===== src/rtl/ostkv_ram.sv =====
// Simple dual-port RAM with registered read.
// Depends on nothing.
`timescale 1ns / 1ps
module ostkv_ram #(
    parameter int WIDTH = 32,
    parameter int DEPTH = 64,
    parameter int AW    = $clog2(DEPTH)
) (
    input  logic             clk,
    input  logic             we,
    input  logic [AW-1:0]    waddr,
    input  logic [WIDTH-1:0] wdata,
    input  logic [AW-1:0]    raddr,
    output logic [WIDTH-1:0] rdata
);
    logic [WIDTH-1:0] mem [DEPTH];

    always_ff @(posedge clk)
    begin
        if (we)
        begin
            mem[waddr] <= wdata;
        end
        rdata <= mem[raddr];
    end
endmodule

===== config.mk =====
export PLATFORM = sky130hd
export DESIGN_NAME = ostkv_ram
export DESIGN_NICKNAME = d
export VERILOG_FILES = /design/src/rtl/ostkv_ram.sv
export SDC_FILE = /design/constraint.sdc
export NUM_CORES = 2
export LEC_CHECK = 0
export BUFFER_PORTS_ARGS = -buffer_cell sky130_fd_sc_hd__buf_2
export CAP_MARGIN = 40
export CORE_ASPECT_RATIO = 0.7
export CORE_MARGIN = 2
export CORE_UTILIZATION = 30
export CTS_BUF_LIST = sky130_fd_sc_hd__clkbuf_4
export DETAILED_ROUTE_END_ITERATION = 7
export SLEW_MARGIN = 20
export SYNTH_ARGS = -nofsm -noshare
export SYNTH_HDL_FRONTEND = slang
export SYNTH_SLANG_ARGS = --single-unit

===== constraint.sdc =====
create_clock -name clk -period 4.6 [get_ports clk]
set_clock_uncertainty 0.05 [all_clocks]
set_input_delay 1.38 -clock clk [delete_from_list [all_inputs] [get_ports clk]]
set_output_delay 1.38 -clock clk [all_outputs]
set_load 0.1 [all_outputs]

# Yosys cells after proc, flatten, opt, wreduce, memory -nomap -nowiden
# Memories as Yosys holds them, arrays and structs flattened. A register that Yosys moved wholly into a read port is not among the register bits.
# Index checks and enable logic that the tools add are counted.
word_totals:
  regBits: 0
  mem_bits_rw: 2048
  inputBits: 46
  output_inout_bits: 32
  wordCells: 3
  mem_count: 1
classes:
  n_mux: 2
memory_table:
  columns: ["name", "depth", "width", "rd", "rd_ports_with_merged_regs", "wr", "line", "rtl"]
  rows:
  - ["mem", 64, 32, 1, 1, 1, "16", "logic [WIDTH-1:0] mem [DEPTH];"]
op_table:
  columns: ["op", "count"]
  rows:
  - ["2-to-1 mux 1 bit", 2]

# Longest topological paths before layout
logic_depth:
  word_depth: 2
  ltp_mapped: 10
  ltp_nobuf: 5

# Worst setup path after synthesis
# Ideal clock, no wire load.
synth_timing:
  path_kind: "input to register"
  from: "in waddr[3]"
  to: "mem mem[48][0] (enable)"
  setup_ps: 461
  t_arrival_ps: 4079
  required_ps: 4089
  slack_ps: 10
  cell_stages: 4
  path_buffers: 1
  path_cell_list: "clkbuf_1 > nor2b_1 > nand4b_1 > nor3_1"
synth_lines:
  columns: ["item", "line", "rtl"]
  rows:
  - ["from (decl)", "11", "input logic [AW-1:0] waddr,"]
  - ["to (decl)", "16", null]
# Straight into the memory's write port.

# Worst setup path after layout
layout_timing:
  from: "reg rdata[15], read port of mem"
  to: "out rdata[15]"
layout_lines:
  columns: ["item", "line", "rtl"]
  rows:
  - ["from (decl)", "14", "output logic [WIDTH-1:0] rdata"]
# No word-level cell between the ends.

==> results_dict.tcl <==
set metrics [dict create \
    max_freq_mhz 245.2 \
    dieArea_sq_um 265900 \
    drv_cap 0 \
    yosysWarnings 0 \
    via_count 39880 \
    grt_pass1_vias 40030 \
    setup_viol 0 \
    antenna_found_initial 37 \
    synth-seq-cells 2080 \
    grt_pass1_wl_mm 309.4 \
    synth-edff-count 2048 \
    cts-buffers-inserted 457 \
    ys_types 34 \
    cp.required_ns 3.17 \
    die_y_um 432.0 \
    dpl_cell_area_sq_um 85940 \
    h-tree-depth 5 \
    syn_to_final_growth_pct 17.12 \
    ctsHoldBuffers 0 \
    pwr-share-comb_pct 6.5 \
    grt-ovfl-total 0 \
    dp.final_hpwl_mm 130.4 \
    pwr-share-clk_pct 38.1 \
    worstSkewPairLatency_ns 1.28 \
    relSlewSlack_pct 42.29 \
    min_period_ns 4.078 \
    die_width_um 615.5 \
    critical_path_buf_inv_count 1 \
    clkSinkCount 2080 \
    hp-class "in -> reg" \
    fin_crit_sh_pct 88.66 \
    wl_per_cell_um 28.56 \
    path_class "reg -> out" \
    cts_buffer_depth 4 \
    synthFlopType "edfxtp_1" \
    drt_iter0_markers 5724 \
    whs_ns 0.3529 \
    synth.avg_cell_area_sq_um 23.62 \
    slowest_stage "dfxtp_1" \
    ir_drop_v 0.0001833 \
    design_area_sq_um 91950 \
    synthArstFlopShare_pct 0 \
    p_int_w 0.02907 \
    antenna_left 0 \
    layout-drive-gt1-share_pct 39.68 \
    port-buffer-count 77 \
    drc_errors 0 \
    critPathMaxStageDelay_ns 0.75 \
    syn-num-nets 3370 \
    ys_seq_area_share_pct 79.14 \
    ios 78 \
    rsz0062_at_grt "no" \
    ctsResizeCount 0 \
    switching_share_pct 23.57 \
    fin_nets 4005 \
    crit_chain "buf_2" \
    wl_mm 223.2 \
    arrival_ns 2.65 \
    path_max_fanout 1 \
    cts_root_buf "clkbuf_4" \
    start_util_pct 30.10 \
    rows 157 \
    core_sq_um 260900 \
    critPathTopFamily "flip-flops" \
    endpoint_kind "output pin" \
    clk_pin_slew_ns 0.07 \
    routed_via_density 5.102 \
    seq_power_share_pct 55.4 \
    synth_cells 3324 \
    switchingPower_w 0.008965 \
    slew_violations 0 \
    cts_tree "done" \
    gp_congestion 0.7699 \
    postCtsSetupBuffers 0 \
    grt.total_usage_pct 16.52 \
    hold_violations 0 \
    powerDensity_nw_per_um2 413.7 \
    first_pass_iters 5 \
    worstMarginPinSlew_ns 0.8656 \
    start_kind "flop" \
    p_leak_nw 28.93 \
    syn_area_sq_um 78520 \
    grt_max_degree 65 \
    run_status "complete, no violations" \
]
[path summary, 6_finish.rpt]
kind                    startpoint                    end  slack [ns]  cells after the start
max              rdata[15]$_DFF_P_              rdata[15]        0.52                      1
min reg2reg   mem[12][8]$_DFFE_PP_       rdata[8]$_DFF_P_        0.64                      4
min                      wdata[21]  mem[29][21]$_DFFE_PP_        0.35                      1
max reg2reg  mem[58][23]$_DFFE_PP_      rdata[23]$_DFF_P_        2.10                      4
[cells in the mapped netlist (all sizes together) (2+ instances only)]
cell | count | area share [%]
or3b | 5 | 0.056
nand2b | 8 | 0.064
a21oi | 62 | 0.40
dfxtp | 32 | 0.82
edfxtp | 2048 | 78
nor2 | 137 | 0.65
clkbuf | 74 | 0.35
and3 | 4 | 0.032
nand4 | 2 | 0.016
nand3b | 5 | 0.048
or2 | 3 | 0.024
a22oi | 12 | 0.11
a41o | 4 | 0.051
o221ai | 27 | 0.30
o22ai | 84 | 0.67
mux2i | 93 | 1.2
o32ai | 4 | 0.045
buf | 108 | 0.77
or3 | 3 | 0.024
nand2 | 26 | 0.12
nand3 | 5 | 0.032
and2 | 2 | 0.016
nor2b | 15 | 0.12
a311oi | 8 | 0.089
nor3 | 7 | 0.045
mux4 | 544 | 16
[routing by layer]
metal / up-vias / global-route usage [%] / routed length, um
met5: - / 0 / 149
met4: 22 / 4.282 / 4820
met3: 346 / 4.100 / 24220
met2: 2313 / 24.60 / 100100
met1: 21320 / 24.15 / 93920
li1: 15880 / - / -
[registers in the layout (all words and copies together), names as in the netlist]
name,cells
mem,2048
rdata,32
[area by class of cell]
class / count / area [sq um]
Fill cell: 24200 / 168900
Sequential cell: 2080 / 62140
Multi-Input combinational cell: 1062 / 15990
Clock buffer: 703 / 5278
Tap cell: 3498 / 4377
Timing Repair Buffer: 358 / 3523
Clock inverter: 111 / 640.6
Antenna cell: 4 / 10.01
[through the flow]
stage          setup TNS [ns]  worst slack (ns)  total power [W]  utilization [%]  instances
6_report                    0            0.5216          0.03804            35.25       7816
5_1_grt                     0            0.4827          0.03942            35.25       7813
4_1_cts                     0            0.3973          0.03839            35.21       7808
3_5_place_dp                0            0.1470          0.02399            32.94       6994
3_3_place_gp           -1.104           -0.3857          0.02390            32.71       6960
2_1_floorplan               0           0.01024          0.02275                -       3324
[logic make-up after synthesis]
kind of cell           count (synthesis)  synth area share (%)
AOI/OAI and AO/OA                    202                 1.673
buffers and inverters                182                 1.128
DFF                                 2080                 79.14
muxes                                637                 16.79
and+or+nand+nor                      223                 1.265
[cells in the final DEF (no fill, tap or decap), drive strengths merged]
master / count
nand2b: 8
a41o: 4
nand4b: 1
bufinv: 6
buf: 358
or3b: 5
a22oi: 12
a31oi: 1
nor2: 137
inv: 11
and3: 4
or2: 3
and2: 2
nor3: 7
nor2b: 15
dfxtp: 32
clkinv: 89
clkinvlp: 5
mux4: 544
o22ai: 84
edfxtp: 2048
mux2i: 93
o221ai: 27
nand4: 2
clkbuf: 703
a21oi: 62
a311oi: 8
nand2: 26
o32ai: 4
diode: 4
nand3b: 5
nand3: 5
or3: 3
[power by group through the flow]
stage,logic [W],clock network [W],registers [W]
floorplan,0.00102,0,0.0217
finish,0.00247,0.0145,0.0211
global route,0.00259,0.0157,0.0211
global placement,0.00238,0,0.0215
CTS,0.00247,0.0148,0.0211
detailed placement,0.00247,0,0.0215
(Power assumes the default switching activity.)
